`src/rtl/bpe_pkg.sv`:
```
// Shared types, constants and a helper function of the breakpoint envelope generator.
package bpe_pkg;

    // Breakpoint table.
    localparam int POINTS = 8;
    localparam int PT_W   = 16;
    localparam int IDX_W  = (POINTS > 1) ? $clog2(POINTS) : 1;

    // Configuration port.
    localparam int CFG_W     = 64;
    localparam int CFG_IDX_W = 2;
    localparam logic [CFG_IDX_W-1:0] CFG_RATE        = 2'd0;
    localparam logic [CFG_IDX_W-1:0] CFG_LOOP_MODE   = 2'd1;
    localparam logic [CFG_IDX_W-1:0] CFG_POINTS_LOW  = 2'd2;
    localparam logic [CFG_IDX_W-1:0] CFG_POINTS_HIGH = 2'd3;

    // Rate register, units of 2^-20 s.
    localparam int RATE_W = 27;
    localparam logic [RATE_W-1:0] RATE_MIN   = 27'd1049;
    localparam logic [RATE_W-1:0] RATE_RESET = 27'd1048576;

    // Phase in Q1.24: the one integer bit lets it hold exactly 1.0.
    localparam int PHASE_FRAC = 24;
    localparam int PHASE_W    = PHASE_FRAC + 1;
    localparam logic [PHASE_W-1:0] PHASE_ONE = PHASE_W'(1) << PHASE_FRAC;

    // Increment division: |dt| * 2^24 / rate.
    localparam int DT_W       = 22;
    localparam int DIVIDEND_W = DT_W + PHASE_FRAC;
    // Largest quotient is 2^45 / 1049, which needs 35 bits.
    localparam int QUOT_W     = 36;
    localparam int SUM_W      = QUOT_W + 2;
    localparam int DIV_CNT_W  = $clog2(DIVIDEND_W);

    // Segment position: phase times the segment count.
    localparam int SEG_X_W = PHASE_FRAC + IDX_W;
    localparam int DIFF_W  = PT_W + 1;
    localparam int PROD_W  = DIFF_W + PHASE_FRAC + 1;

    typedef enum logic [0:0] {
        OP_TICK    = 1'b0,
        OP_RESTART = 1'b1
    } op_t;

    typedef enum logic [2:0] {
        ST_IDLE,
        ST_DIVIDE,
        ST_ACCUM,
        ST_SEGMENT,
        ST_MULTIPLY,
        ST_FINISH
    } state_t;

    typedef struct packed {
        logic load;
        logic restart;
        logic div_step;
        logic accum;
        logic segment;
        logic multiply;
        logic out_load;
    } cmd_t;

    // Breakpoint k out of the two packed point registers.
    function automatic logic signed [PT_W-1:0] point_at(
        input logic [CFG_W-1:0] low,
        input logic [CFG_W-1:0] high,
        input logic [IDX_W-1:0] k
    );
        logic [2*CFG_W-1:0] all_points;
        all_points = {high, low};
        return all_points[PT_W*k +: PT_W];
    endfunction

endpackage

```
`src/rtl/bpe_ctrl.sv`:
```
// Controller state machine of the breakpoint envelope generator.
module bpe_ctrl (
    input  logic              aclk,
    input  logic              aresetn,
    input  logic              s_valid,
    output logic              s_ready,
    input  logic              s_operation,
    output logic              m_valid,
    input  logic              m_ready,
    output bpe_pkg::cmd_t     cmd
);

    bpe_pkg::state_t state_reg, state_next;
    logic [bpe_pkg::DIV_CNT_W-1:0] div_cnt_reg, div_cnt_next;
    logic m_valid_reg, m_valid_next;
    logic div_last;
    logic out_free;

    assign div_last = (div_cnt_reg == bpe_pkg::DIV_CNT_W'(bpe_pkg::DIVIDEND_W - 1));
    assign out_free = !m_valid_reg || m_ready;

    always_ff @(posedge aclk) begin
        if (!aresetn) begin
            state_reg   <= bpe_pkg::ST_IDLE;
            div_cnt_reg <= '0;
            m_valid_reg <= 1'b0;
        end else begin
            state_reg   <= state_next;
            div_cnt_reg <= div_cnt_next;
            m_valid_reg <= m_valid_next;
        end
    end

    // Next state.
    always_comb begin
        state_next = state_reg;
        unique case (state_reg)
            bpe_pkg::ST_IDLE: begin
                if (s_valid && s_operation == bpe_pkg::OP_TICK) begin
                    state_next = bpe_pkg::ST_DIVIDE;
                end
            end
            bpe_pkg::ST_DIVIDE: begin
                if (div_last) begin
                    state_next = bpe_pkg::ST_ACCUM;
                end
            end
            bpe_pkg::ST_ACCUM:    state_next = bpe_pkg::ST_SEGMENT;
            bpe_pkg::ST_SEGMENT:  state_next = bpe_pkg::ST_MULTIPLY;
            bpe_pkg::ST_MULTIPLY: state_next = bpe_pkg::ST_FINISH;
            bpe_pkg::ST_FINISH: begin
                if (out_free) begin
                    state_next = bpe_pkg::ST_IDLE;
                end
            end
            default: state_next = bpe_pkg::ST_IDLE;
        endcase
    end

    // Outputs and commands.
    always_comb begin
        cmd          = '0;
        s_ready      = 1'b0;
        div_cnt_next = div_cnt_reg;
        unique case (state_reg)
            bpe_pkg::ST_IDLE: begin
                s_ready      = 1'b1;
                div_cnt_next = '0;
                if (s_valid) begin
                    cmd.restart = (s_operation == bpe_pkg::OP_RESTART);
                    cmd.load    = (s_operation == bpe_pkg::OP_TICK);
                end
            end
            bpe_pkg::ST_DIVIDE: begin
                cmd.div_step = 1'b1;
                div_cnt_next = div_cnt_reg + 1'b1;
            end
            bpe_pkg::ST_ACCUM:    cmd.accum    = 1'b1;
            bpe_pkg::ST_SEGMENT:  cmd.segment  = 1'b1;
            bpe_pkg::ST_MULTIPLY: cmd.multiply = 1'b1;
            bpe_pkg::ST_FINISH:   cmd.out_load = out_free;
            default: ;
        endcase
    end

    always_comb begin
        if (cmd.out_load) begin
            m_valid_next = 1'b1;
        end else if (m_ready) begin
            m_valid_next = 1'b0;
        end else begin
            m_valid_next = m_valid_reg;
        end
    end

    assign m_valid = m_valid_reg;

endmodule

```
`src/rtl/bpe_datapath.sv`:
```
// Datapath: configuration registers, serial divider, phase accumulator and interpolator.
module bpe_datapath (
    input  logic                                  aclk,
    input  logic                                  aresetn,
    input  bpe_pkg::cmd_t                         cmd,
    input  logic signed [bpe_pkg::DT_W-1:0]       s_dt,
    input  logic                                  cfg_wr_en,
    input  logic [bpe_pkg::CFG_IDX_W-1:0]         cfg_index,
    input  logic [bpe_pkg::CFG_W-1:0]             cfg_wdata,
    output logic signed [bpe_pkg::PT_W-1:0]       m_value
);

    // Configuration registers.
    logic [bpe_pkg::RATE_W-1:0] rate_reg;
    logic                       loop_mode_reg;
    logic [bpe_pkg::CFG_W-1:0]  points_low_reg;
    logic [bpe_pkg::CFG_W-1:0]  points_high_reg;

    always_ff @(posedge aclk) begin
        if (!aresetn) begin
            rate_reg        <= bpe_pkg::RATE_RESET;
            loop_mode_reg   <= 1'b0;
            points_low_reg  <= '0;
            points_high_reg <= '0;
        end else if (cfg_wr_en) begin
            unique case (cfg_index)
                bpe_pkg::CFG_RATE:        rate_reg        <= cfg_wdata[bpe_pkg::RATE_W-1:0];
                bpe_pkg::CFG_LOOP_MODE:   loop_mode_reg   <= cfg_wdata[0];
                bpe_pkg::CFG_POINTS_LOW:  points_low_reg  <= cfg_wdata;
                bpe_pkg::CFG_POINTS_HIGH: points_high_reg <= cfg_wdata;
                default: ;
            endcase
        end
    end

    // Restoring divider, one quotient bit per cycle.
    logic [bpe_pkg::RATE_W-1:0]     divisor_reg;
    logic [bpe_pkg::RATE_W-1:0]     rem_reg, rem_next;
    logic [bpe_pkg::DIVIDEND_W-1:0] quot_reg, quot_next;
    logic                           neg_reg;
    logic [bpe_pkg::DT_W-1:0]       dt_mag;
    logic [bpe_pkg::RATE_W:0]       rem_shift;
    logic [bpe_pkg::RATE_W:0]       rem_trial;
    logic                           quot_bit;

    assign dt_mag    = s_dt[bpe_pkg::DT_W-1] ? bpe_pkg::DT_W'(-s_dt) : bpe_pkg::DT_W'(s_dt);
    assign rem_shift = {rem_reg, quot_reg[bpe_pkg::DIVIDEND_W-1]};
    assign rem_trial = rem_shift - {1'b0, divisor_reg};
    assign quot_bit  = !rem_trial[bpe_pkg::RATE_W];

    always_comb begin
        rem_next  = rem_reg;
        quot_next = quot_reg;
        if (cmd.load) begin
            rem_next  = '0;
            quot_next = {dt_mag, bpe_pkg::PHASE_FRAC'(0)};
        end else if (cmd.div_step) begin
            rem_next  = quot_bit ? rem_trial[bpe_pkg::RATE_W-1:0]
                                 : rem_shift[bpe_pkg::RATE_W-1:0];
            quot_next = {quot_reg[bpe_pkg::DIVIDEND_W-2:0], quot_bit};
        end
    end

    always_ff @(posedge aclk) begin
        rem_reg  <= rem_next;
        quot_reg <= quot_next;
        if (cmd.load) begin
            divisor_reg <= (rate_reg < bpe_pkg::RATE_MIN) ? bpe_pkg::RATE_MIN : rate_reg;
            neg_reg     <= s_dt[bpe_pkg::DT_W-1];
        end
    end

    // Phase accumulation with wrap, clamp and one-shot hold.
    logic [bpe_pkg::PHASE_W-1:0]      phase_reg, phase_next;
    logic                             hold_last_reg;
    logic [bpe_pkg::SUM_W-1:0]        inc_abs;
    logic signed [bpe_pkg::SUM_W-1:0] inc;
    logic signed [bpe_pkg::SUM_W-1:0] sum;
    logic                             sum_neg;
    logic                             sum_over;

    assign inc_abs  = bpe_pkg::SUM_W'(quot_reg[bpe_pkg::QUOT_W-1:0]);
    assign inc      = neg_reg ? $signed(-inc_abs) : $signed(inc_abs);
    assign sum      = $signed(bpe_pkg::SUM_W'(phase_reg)) + inc;
    assign sum_neg  = sum[bpe_pkg::SUM_W-1];
    assign sum_over = !sum_neg && (sum >= $signed(bpe_pkg::SUM_W'(bpe_pkg::PHASE_ONE)));

    always_comb begin
        phase_next = phase_reg;
        if (cmd.restart) begin
            phase_next = '0;
        end else if (cmd.accum) begin
            priority if (sum_neg) begin
                phase_next = '0;
            end else if (loop_mode_reg) begin
                phase_next = {1'b0, sum[bpe_pkg::PHASE_FRAC-1:0]};
            end else if (sum_over) begin
                phase_next = bpe_pkg::PHASE_ONE;
            end else begin
                phase_next = sum[bpe_pkg::PHASE_W-1:0];
            end
        end
    end

    always_ff @(posedge aclk) begin
        if (!aresetn) begin
            phase_reg <= '0;
        end else begin
            phase_reg <= phase_next;
        end
        if (cmd.accum) begin
            hold_last_reg <= !loop_mode_reg && sum_over;
        end
    end

    // Segment selection.
    logic [bpe_pkg::SEG_X_W-1:0]        seg_x;
    logic [bpe_pkg::IDX_W-1:0]          seg_i;
    logic [bpe_pkg::IDX_W-1:0]          seg_nxt;
    logic [bpe_pkg::PHASE_FRAC-1:0]     seg_f;
    logic signed [bpe_pkg::PT_W-1:0]    pt_a, pt_b, pt_last;
    logic signed [bpe_pkg::PT_W-1:0]    seg_a_reg;
    logic signed [bpe_pkg::DIFF_W-1:0]  seg_diff_reg;
    logic [bpe_pkg::PHASE_FRAC-1:0]     seg_f_reg;

    always_comb begin
        if (loop_mode_reg) begin
            seg_x = bpe_pkg::SEG_X_W'(bpe_pkg::SEG_X_W'(phase_reg[bpe_pkg::PHASE_FRAC-1:0])
                    * bpe_pkg::SEG_X_W'(bpe_pkg::POINTS));
        end else begin
            seg_x = bpe_pkg::SEG_X_W'(bpe_pkg::SEG_X_W'(phase_reg[bpe_pkg::PHASE_FRAC-1:0])
                    * bpe_pkg::SEG_X_W'(bpe_pkg::POINTS - 1));
        end
        seg_i = seg_x[bpe_pkg::SEG_X_W-1:bpe_pkg::PHASE_FRAC];
        seg_f = seg_x[bpe_pkg::PHASE_FRAC-1:0];
        // In loop mode the last point joins back to the first.
        if (loop_mode_reg && seg_i == bpe_pkg::IDX_W'(bpe_pkg::POINTS - 1)) begin
            seg_nxt = '0;
        end else begin
            seg_nxt = seg_i + 1'b1;
        end
        pt_a    = bpe_pkg::point_at(points_low_reg, points_high_reg, seg_i);
        pt_b    = bpe_pkg::point_at(points_low_reg, points_high_reg, seg_nxt);
        pt_last = bpe_pkg::point_at(points_low_reg, points_high_reg,
                                    bpe_pkg::IDX_W'(bpe_pkg::POINTS - 1));
    end

    always_ff @(posedge aclk) begin
        if (cmd.segment) begin
            if (hold_last_reg) begin
                seg_a_reg    <= pt_last;
                seg_diff_reg <= '0;
                seg_f_reg    <= '0;
            end else begin
                seg_a_reg    <= pt_a;
                seg_diff_reg <= bpe_pkg::DIFF_W'(pt_b) - bpe_pkg::DIFF_W'(pt_a);
                seg_f_reg    <= seg_f;
            end
        end
    end

    // Interpolation product and rounding.
    logic signed [bpe_pkg::PROD_W-1:0] prod_reg;
    logic signed [bpe_pkg::PROD_W-1:0] prod_round;
    logic signed [bpe_pkg::DIFF_W-1:0] delta;
    logic signed [bpe_pkg::DIFF_W:0]   value_wide;
    logic signed [bpe_pkg::PT_W-1:0]   value_reg;

    always_ff @(posedge aclk) begin
        if (cmd.multiply) begin
            prod_reg <= bpe_pkg::PROD_W'(seg_diff_reg * $signed({1'b0, seg_f_reg}));
        end
        if (cmd.out_load) begin
            value_reg <= value_wide[bpe_pkg::PT_W-1:0];
        end
    end

    // Adding one half and shifting right rounds half toward plus infinity.
    assign prod_round = prod_reg + bpe_pkg::PROD_W'(1 << (bpe_pkg::PHASE_FRAC - 1));
    assign delta      = prod_round[bpe_pkg::PHASE_FRAC +: bpe_pkg::DIFF_W];
    assign value_wide = (bpe_pkg::DIFF_W + 1)'(seg_a_reg) + (bpe_pkg::DIFF_W + 1)'(delta);
    assign m_value    = value_reg;

endmodule

```
`src/rtl/breakpoint_envelope_generator.sv`:
```
// Top level of the eight-point piecewise-linear envelope and LFO generator.
//
// Input channel (s_valid, s_ready, s_operation, s_dt): each request is a tick, which
// advances the phase by dt/rate and produces one envelope value, or a restart, which
// clears the phase and produces nothing. Result channel (m_valid, m_ready, m_value):
// one signed Q1.15 value per tick. Configuration: cfg_wr_en writes cfg_wdata into the
// register selected by cfg_index (rate, loop_mode, points_low, points_high) at that
// clock edge; write only while no tick is in flight.
//
// Sequence: a tick runs from acceptance to m_valid through the bit-serial divider that
// forms dt * 2^24 / rate (one quotient bit per cycle), then through the phase update,
// segment selection, the interpolation multiply and the final rounding add into the
// output register. The next request is accepted in the cycle after the result is
// loaded, so a tick does not overlap the next one; a restart leaves the controller idle.
//
// The result sits in an output register, so the next request is accepted while it
// waits; if the receiver stalls, the following tick holds in its last step until the
// output register is free. Reset (aresetn low, synchronous) returns the controller to
// idle, drops m_valid, clears the phase and restores rate 1048576, one-shot mode and
// all points zero.
module breakpoint_envelope_generator (
    input  logic                                 aclk,
    input  logic                                 aresetn,
    input  logic                                 s_valid,
    output logic                                 s_ready,
    input  logic                                 s_operation,
    input  logic signed [bpe_pkg::DT_W-1:0]      s_dt,
    output logic                                 m_valid,
    input  logic                                 m_ready,
    output logic signed [bpe_pkg::PT_W-1:0]      m_value,
    input  logic                                 cfg_wr_en,
    input  logic [bpe_pkg::CFG_IDX_W-1:0]        cfg_index,
    input  logic [bpe_pkg::CFG_W-1:0]            cfg_wdata
);

    bpe_pkg::cmd_t cmd;

    // Sequencing of each request through divider, accumulator and interpolator.
    bpe_ctrl u_ctrl (
        .aclk        (aclk),
        .aresetn     (aresetn),
        .s_valid     (s_valid),
        .s_ready     (s_ready),
        .s_operation (s_operation),
        .m_valid     (m_valid),
        .m_ready     (m_ready),
        .cmd         (cmd)
    );

    // Arithmetic, phase state and configuration registers.
    bpe_datapath u_datapath (
        .aclk      (aclk),
        .aresetn   (aresetn),
        .cmd       (cmd),
        .s_dt      (s_dt),
        .cfg_wr_en (cfg_wr_en),
        .cfg_index (cfg_index),
        .cfg_wdata (cfg_wdata),
        .m_value   (m_value)
    );

endmodule
```
`config.mk`:
```
export PLATFORM = sky130hd
export DESIGN_NAME = breakpoint_envelope_generator
export DESIGN_NICKNAME = d
export VERILOG_FILES = /design/src/rtl/bpe_pkg.sv /design/src/rtl/bpe_ctrl.sv /design/src/rtl/bpe_datapath.sv /design/src/rtl/breakpoint_envelope_generator.sv
export SDC_FILE = /design/constraint.sdc
export NUM_CORES = 2
export LEC_CHECK = 0
export ABC_AREA = 1
export BUFFER_PORTS_ARGS = -buffer_cell sky130_fd_sc_hd__buf_2
export CAP_MARGIN = 25
export CORE_MARGIN = 4
export CORE_UTILIZATION = 40
export DETAILED_ROUTE_END_ITERATION = 10
export PLACE_DENSITY_LB_ADDON = 0.1
export SETUP_SLACK_MARGIN = 0.05
export SYNTH_ARGS = -nofsm -noshare
export SYNTH_HDL_FRONTEND = slang
export SYNTH_SLANG_ARGS = --single-unit
```
`constraint.sdc`:
```
create_clock -name aclk -period 6.4 [get_ports aclk]
set_clock_uncertainty 0.1 [all_clocks]
set_input_delay 0.64 -clock aclk [delete_from_list [all_inputs] [get_ports aclk]]
set_output_delay 0.64 -clock aclk [all_outputs]
set_load 0.05 [all_outputs]
```
Word level (Yosys, flattened, before mapping). Cells that the tools add are included.

Output and inout bits: 18. Logic and storage cells: 97. Bits of input ports: 94. Register bits after elaboration: 406.

Add/subtract/negate cells: 9. Shift operators: 2. Eq/ne operators: 13. $mul: 2. Muxes and demuxes: 26. Reduce and logical (&&, ||, !) cells: 21. Bitwise logic cells: 2. Order comparisons: 2.

Operators by type and width (number): $shiftx A128 B8 Y16 (2); $mux W46 (2); $mux W25 (3); $mux W27 (2); $add A40 B25 Y40 const B (1); $mul A17 B25 Y40 (1); $add A26 B38 Y38 (1); $ge A38 B26 Y1 const B (1); $mux W38 (1); $neg A36 Y38 (1); $sub A28 B27 Y28 (1); $lt A27 B11 Y1 const B (1); $mul A24 B3 Y27 const B (1); $mux W22 (1); $neg A22 Y22 (1); $pmux W3 S6 (1); $sub A16 B16 Y17 (1); $add A16 B16 Y16 (1); $mux W16 (1); $mux W3 (4); $pmux W6 S2 (1); $eq A3 B3 Y1 const B (3); $mux W1 (8); $reduce_and A2 Y1 (4); other kinds (18) (33).

Depth between registers and ports, before layout.
Depth in word-level cells: 8. Gate-level depth with buffers: 43. Depth with buffers taken out: 40.

Modules after synthesis. From an unflattened synthesis, not the netlist that was laid out.

Cell total of the unflattened synthesis: 5018. Area total of the unflattened synthesis: 37702.4 µm².

By module, submodules not included: bpe_datapath (times used 1, sequential area each 8878.5 µm², area an instance 37158.1 µm², cells an instance 4937); bpe_ctrl (times used 1, sequential area each 200.2 µm², area an instance 544.3 µm², cells an instance 81).

Worst setup path before layout. No wires, ideal clock.

Path type: reg-to-reg. Start point: register u_datapath.phase_reg[1] (netlist bit). End point: register u_datapath.seg_diff_reg[15] (netlist bit), data pin. Setup slack: 211 ps. Data required time: 6047 ps. Stages on the path, launching flop included: 41. Period minus slack after synthesis: 6189 ps. Library setup time: 253 ps. Data arrival time: 5836 ps. Buffers on the path: 4. Cells stage by stage: dfxtp_1 > fa_1 > ha_1 > inv_1 > fa_1 > o21ai_1 > a21oi_1 > inv_1 > nand3_1 > nand3_1 > xor2_1 > a21boi_2 > buf_2 > buf_2 > ha_1 > ha_1 > nand2_1 > nand2_1 > [... 5 more ...] > a21oi_1 > ha_1 > nand3_1 > and2_1 > inv_1 > nand2_1 > nand2_1 > a21oi_1 > o21bai_1 > nand2_1 > nand2_1 > nand2_1 > nand2_1 > nand2_1 > a21oi_1 > a31oi_1 > nor2_1 > nor2_1.

Cells in the longest elaborated chain, start to end: 7. Elaborated cells on any way between the ends: 9. Those cells by class: add/sub (2); mul (1); eq/ne (1); shift (2); mux (2); reduce/logical (1).

Ends and longest elaborated chain: start, declared (RTL line bpe_datapath.sv:74) `logic [bpe_pkg::PHASE_W-1:0] phase_reg, phase_next;`; start signal, assigned (RTL line bpe_datapath.sv:109) `phase_reg <= phase_next;`; $mul A24 B3 Y27 * (RTL line bpe_datapath.sv:132) `* bpe_pkg::SEG_X_W'(bpe_pkg::POINTS - 1));`; $mux W27 * (RTL line bpe_datapath.sv:127) `if (loop_mode_reg) begin`; parallel branches: the longest is 4 deep, another holds $add A3 B1 Y3; $sub A16 B16 Y17 * (RTL line bpe_datapath.sv:156) `seg_diff_reg <= bpe_pkg::DIFF_W'(pt_b) - bpe_pkg::DIFF_W'(pt_a);`; end signal, assigned (RTL line bpe_datapath.sv:156); end, declared (RTL line bpe_datapath.sv:123) `logic signed [bpe_pkg::DIFF_W-1:0] seg_diff_reg;`.

Every way passes the cells marked *. A chain may end at the register's enable or synchronous reset.

Worst setup path after layout.
Start point: register u_datapath.seg_f_reg[19] (netlist bit). End point: register u_datapath.prod_reg[39] (netlist bit), data pin.

Cells in the longest elaborated chain, start to end: 1.

Ends and longest elaborated chain: start, declared (RTL line bpe_datapath.sv:124) `logic [bpe_pkg::PHASE_FRAC-1:0] seg_f_reg;`; start signal, assigned (RTL line bpe_datapath.sv:157) `seg_f_reg <= seg_f;`; $mul A17 B25 Y40 (RTL line bpe_datapath.sv:171) `prod_reg <= bpe_pkg::PROD_W'(seg_diff_reg * $signed({1'b0, seg_f_reg}));`; end signal, assigned (RTL line bpe_datapath.sv:171); end, declared (RTL line bpe_datapath.sv:163) `logic signed [bpe_pkg::PROD_W-1:0] prod_reg;`.

No other way between the ends.

==> impl_metrics.env <==
export IMPL_status="finished, final reports clean"
export IMPL_worstPathArrival_ns=6.38
export IMPL_drive_above_1_share_pct=11.9
export IMPL_maxSlewViolCount=0
export IMPL_drt_met1_wl_um=47300
export IMPL_synth_edf_count=141
export IMPL_met3_length_um=4760
export IMPL_ys_seq_area_share_pct=24.5
export IMPL_powerDensity_nw_per_um2=218
export IMPL_dp_hpwl_um=82700
export IMPL_drv_cap=0
export IMPL_rows=111
export IMPL_yosys_top_cells_count="995 x nand2_1, 925 x inv_1, 372 x nor2_1"
export IMPL_synth_most_common_cell="nand2_1"
export IMPL_min_period_ns=6.12
export IMPL_top_level_ports=112
export IMPL_drt_wl_total_um=108000
export IMPL_grt_pass1_wl_um=172000
export IMPL_leakage_uw=0.0208
export IMPL_netlist_area_um2=37000
export IMPL_slowest_stage="fa_1"
export IMPL_synth_top_cell_area_share_pct=19.3
export IMPL_final_util_pct=46.2
export IMPL_core_area_um2=91700
export IMPL_postLayoutCellArea_um2=42400
export IMPL_yosysTopAreaCell="fa_1"
export IMPL_slowest_delay_ns=0.59
export IMPL_hold_class="in -> reg"
export IMPL_synth_nets=5581
export IMPL_synth_avg_cell_area_um2=7.57
export IMPL_nFillCells=9433
export IMPL_ys_types=62
export IMPL_crit_required_ns=6.65
export IMPL_synth_area_top_cells="fa_1 19%, dfxtp_1 13%, edfxtp_1 11%, nand2_1 10%, inv_1 9.4%"
export IMPL_grt_ovfl_total=0
export IMPL_h_tree_depth=2
export IMPL_ir_drop_v=0.000216
export IMPL_max_slew_margin_pct=27.2
export IMPL_path_clk_slew_ns=0.06
export IMPL_syn_inst=4888
export IMPL_place_ws_ns=-0.0181
export IMPL_holdBufCountCts=0
export IMPL_clock_sinks=383
export IMPL_die_area_um2=97400
export IMPL_antenna_found_initial=13
export IMPL_clkLatencyLatePin_ns=0.61
export IMPL_cp_start_kind="flip-flop"
export IMPL_postRouteAntennaNets=0
export IMPL_crit_fanout=9
export IMPL_final_nets=5717
export IMPL_root_buffer="clkbuf_16"
export IMPL_finalHoldViolCount=0
export IMPL_end_kind="flip-flop"
export IMPL_die_h_um=312
export IMPL_top_layer_used="met5"
export IMPL_critical_path_class="reg -> reg"
export IMPL_ys_ff_latch=383
export IMPL_portBuffers=111
export IMPL_dr_first_iter_drc_count=1969
export IMPL_reg2regPathDepth=20
export IMPL_finalPower_uw=9220
export IMPL_drcViolationCount=0
export IMPL_grt_max_degree=94
export IMPL_vias=31700
export IMPL_cts_tree="yes"
export IMPL_drt_pass1_iterations=5
export IMPL_setup_viol=0
export IMPL_setup_ws_ns=0.277
export IMPL_place_congestion=0.873
export IMPL_dpl_instance_area_um2=39700
export IMPL_worstMarginPinSlew_ns=1.08
export IMPL_path_common_cell="fa_1"
export IMPL_grt_pass1_vias=31800
export IMPL_hold_depth=3
export IMPL_cts_inserted_buffers=46
export IMPL_async_flop_share_pct=0
export IMPL_track_usage_pct=22.0
export IMPL_finalCritPeriodShare_pct=95.7
export IMPL_clockBufferDepth=3
export IMPL_fmax_mhz=163
export IMPL_area_delta_synth_final_pct=14.5
export IMPL_crit_chain="buf_4 -> buf_4 -> nand2_1 -> fa_1 -> fa_1 -> fa_1 -> fa_1 -> inv_1 -> fa_1 -> fa_1 -> ha_1 -> a21oi_1 -> o21ai_0 -> a221oi_2 -> nand2_2 -> nand3_1 -> nand2_2 -> nand2_1 -> nand3_1 -> xnor2_1"
export IMPL_synth_main_ff_cell="dfxtp_1"
export IMPL_via_per_inst=5.07
export IMPL_wl_per_cell_um=17.3
export IMPL_wl_met2_um=52600
export IMPL_rsz0062_at_grt="yes"
export IMPL_start_util_pct=40.4
export IMPL_dieWidth_um=312
export IMPL_yosysWarnings=0
[final cells by class]
| type | instances | area [um^2] | share of cell area [%] |
|---|---|---|---|
| multi-input combinational | 3330 | 24000 | 56.6 |
| sequential | 383 | 9110 | 21.5 |
| inverter | 935 | 3510 | 8.29 |
| timing repair buffer | 328 | 2620 | 6.19 |
| tap | 1186 | 1480 | 3.50 |
| clock buffer | 66 | 1410 | 3.33 |
| clock inverter | 19 | 213 | 0.502 |
| antenna | 5 | 12.5 | 0.0295 |
[critical path: cells and delay by family, from the launching register on]
family	cells	cell delay [ns]
AO/OA/AOI/OAI	3	0.72
XOR/XNOR	1	0.12
adder cells (fa/ha/maj)	7	3.39
buffers and inverters	3	0.48
flip-flops	1	0.48
AND/OR/NAND/NOR	6	0.57
[where the power goes]
| group | switching (uW) | internal [uW] |
|---|---|---|
| registers | 89.7 | 2720 |
| logic | 2210 | 1400 |
| clock network | 1170 | 1630 |
[metrics by stage]
step | setup TNS, ns | std cells | hold slack, ns
6_report | 0 | 6252 | 0.184
5_1_grt | -0.0142 | 6250 | 0.174
4_1_cts | 0 | 6203 | 0.149
3_5_place_dp | -0.0281 | 6110 | 0.355
3_3_place_gp | -0.00215 | 6109 | 0.349
2_1_floorplan | 0 | 4888 | 0.336
[repair_timing]
action	in CTS	in global routing
gates cloned	0	6
setup endpoints to repair	5	20
resized for setup	2	158
setup buffers	8	38
pin swaps	1	80
[layer usage]
layer | global-route usage, % | vias to the layer above
met2 | 38.6 | 642
li1 | - | 15800
met5 | 0 | -
met1 | 28.2 | 15100
met3 | 2.58 | 173
met4 | 7.20 | 6
[final timing paths]
| kind | start | endpoint | slack, ns |
|---|---|---|---|
| worst max-delay path | u_datapath.seg_f_reg[19]$_SDFFCE_PP0N_ | u_datapath.prod_reg[39]$_DFFE_PN_ | 0.28 |
| worst min-delay path | cfg_wdata[50] | u_datapath.points_low_reg[50]$_SDFFE_PN0P_ | 0.18 |
| worst max register to register | u_datapath.seg_f_reg[19]$_SDFFCE_PP0N_ | u_datapath.prod_reg[39]$_DFFE_PN_ | 0.28 |
| worst min register to register | u_datapath.points_high_reg[19]$_SDFFE_PN0P_ | u_datapath.points_high_reg[19]$_SDFFE_PN0P_ | 0.37 |
[cell usage in the layout (no fill, tap or decap), drive strengths merged, types with 4 or more instances in the layout]
master     n
o21ai    348
nor2     381
o22ai     46
nand4     27
nor3      37
xor2      98
a31o      18
buf      321
a21o       9
o221ai     5
a31oi     11
clkinv    17
fa       356
a211oi     5
dfxtp    242
or2       11
ha       243
xnor2     40
nand3    136
edfxtp   141
o21bai    16
inv      935
clkbuf    73
diode      5
and2       5
o31ai      7
nor3b      4
o21a       8
nand3b     4
o211ai   107
a21oi    368
nand2   1006
nor4       8
o32ai      4
[kinds of logic (layout without fill, tap and decap cells)]
kind of cell             after synthesis  in the layout  share of synthesized area, %
XOR/XNOR                             138            138                          3.27
AND/OR/NAND/NOR                     1621           1621                          17.8
buffers and inverters               1175           1348                          12.0
flip-flops                           383            383                          24.5
AO/OA/AOI/OAI                        972            972                          14.9
adder cells (fa/ha/maj)              599            599                          27.5
other                                  0              5                             0
No activity file was read; power rests on OpenSTA's default activity.
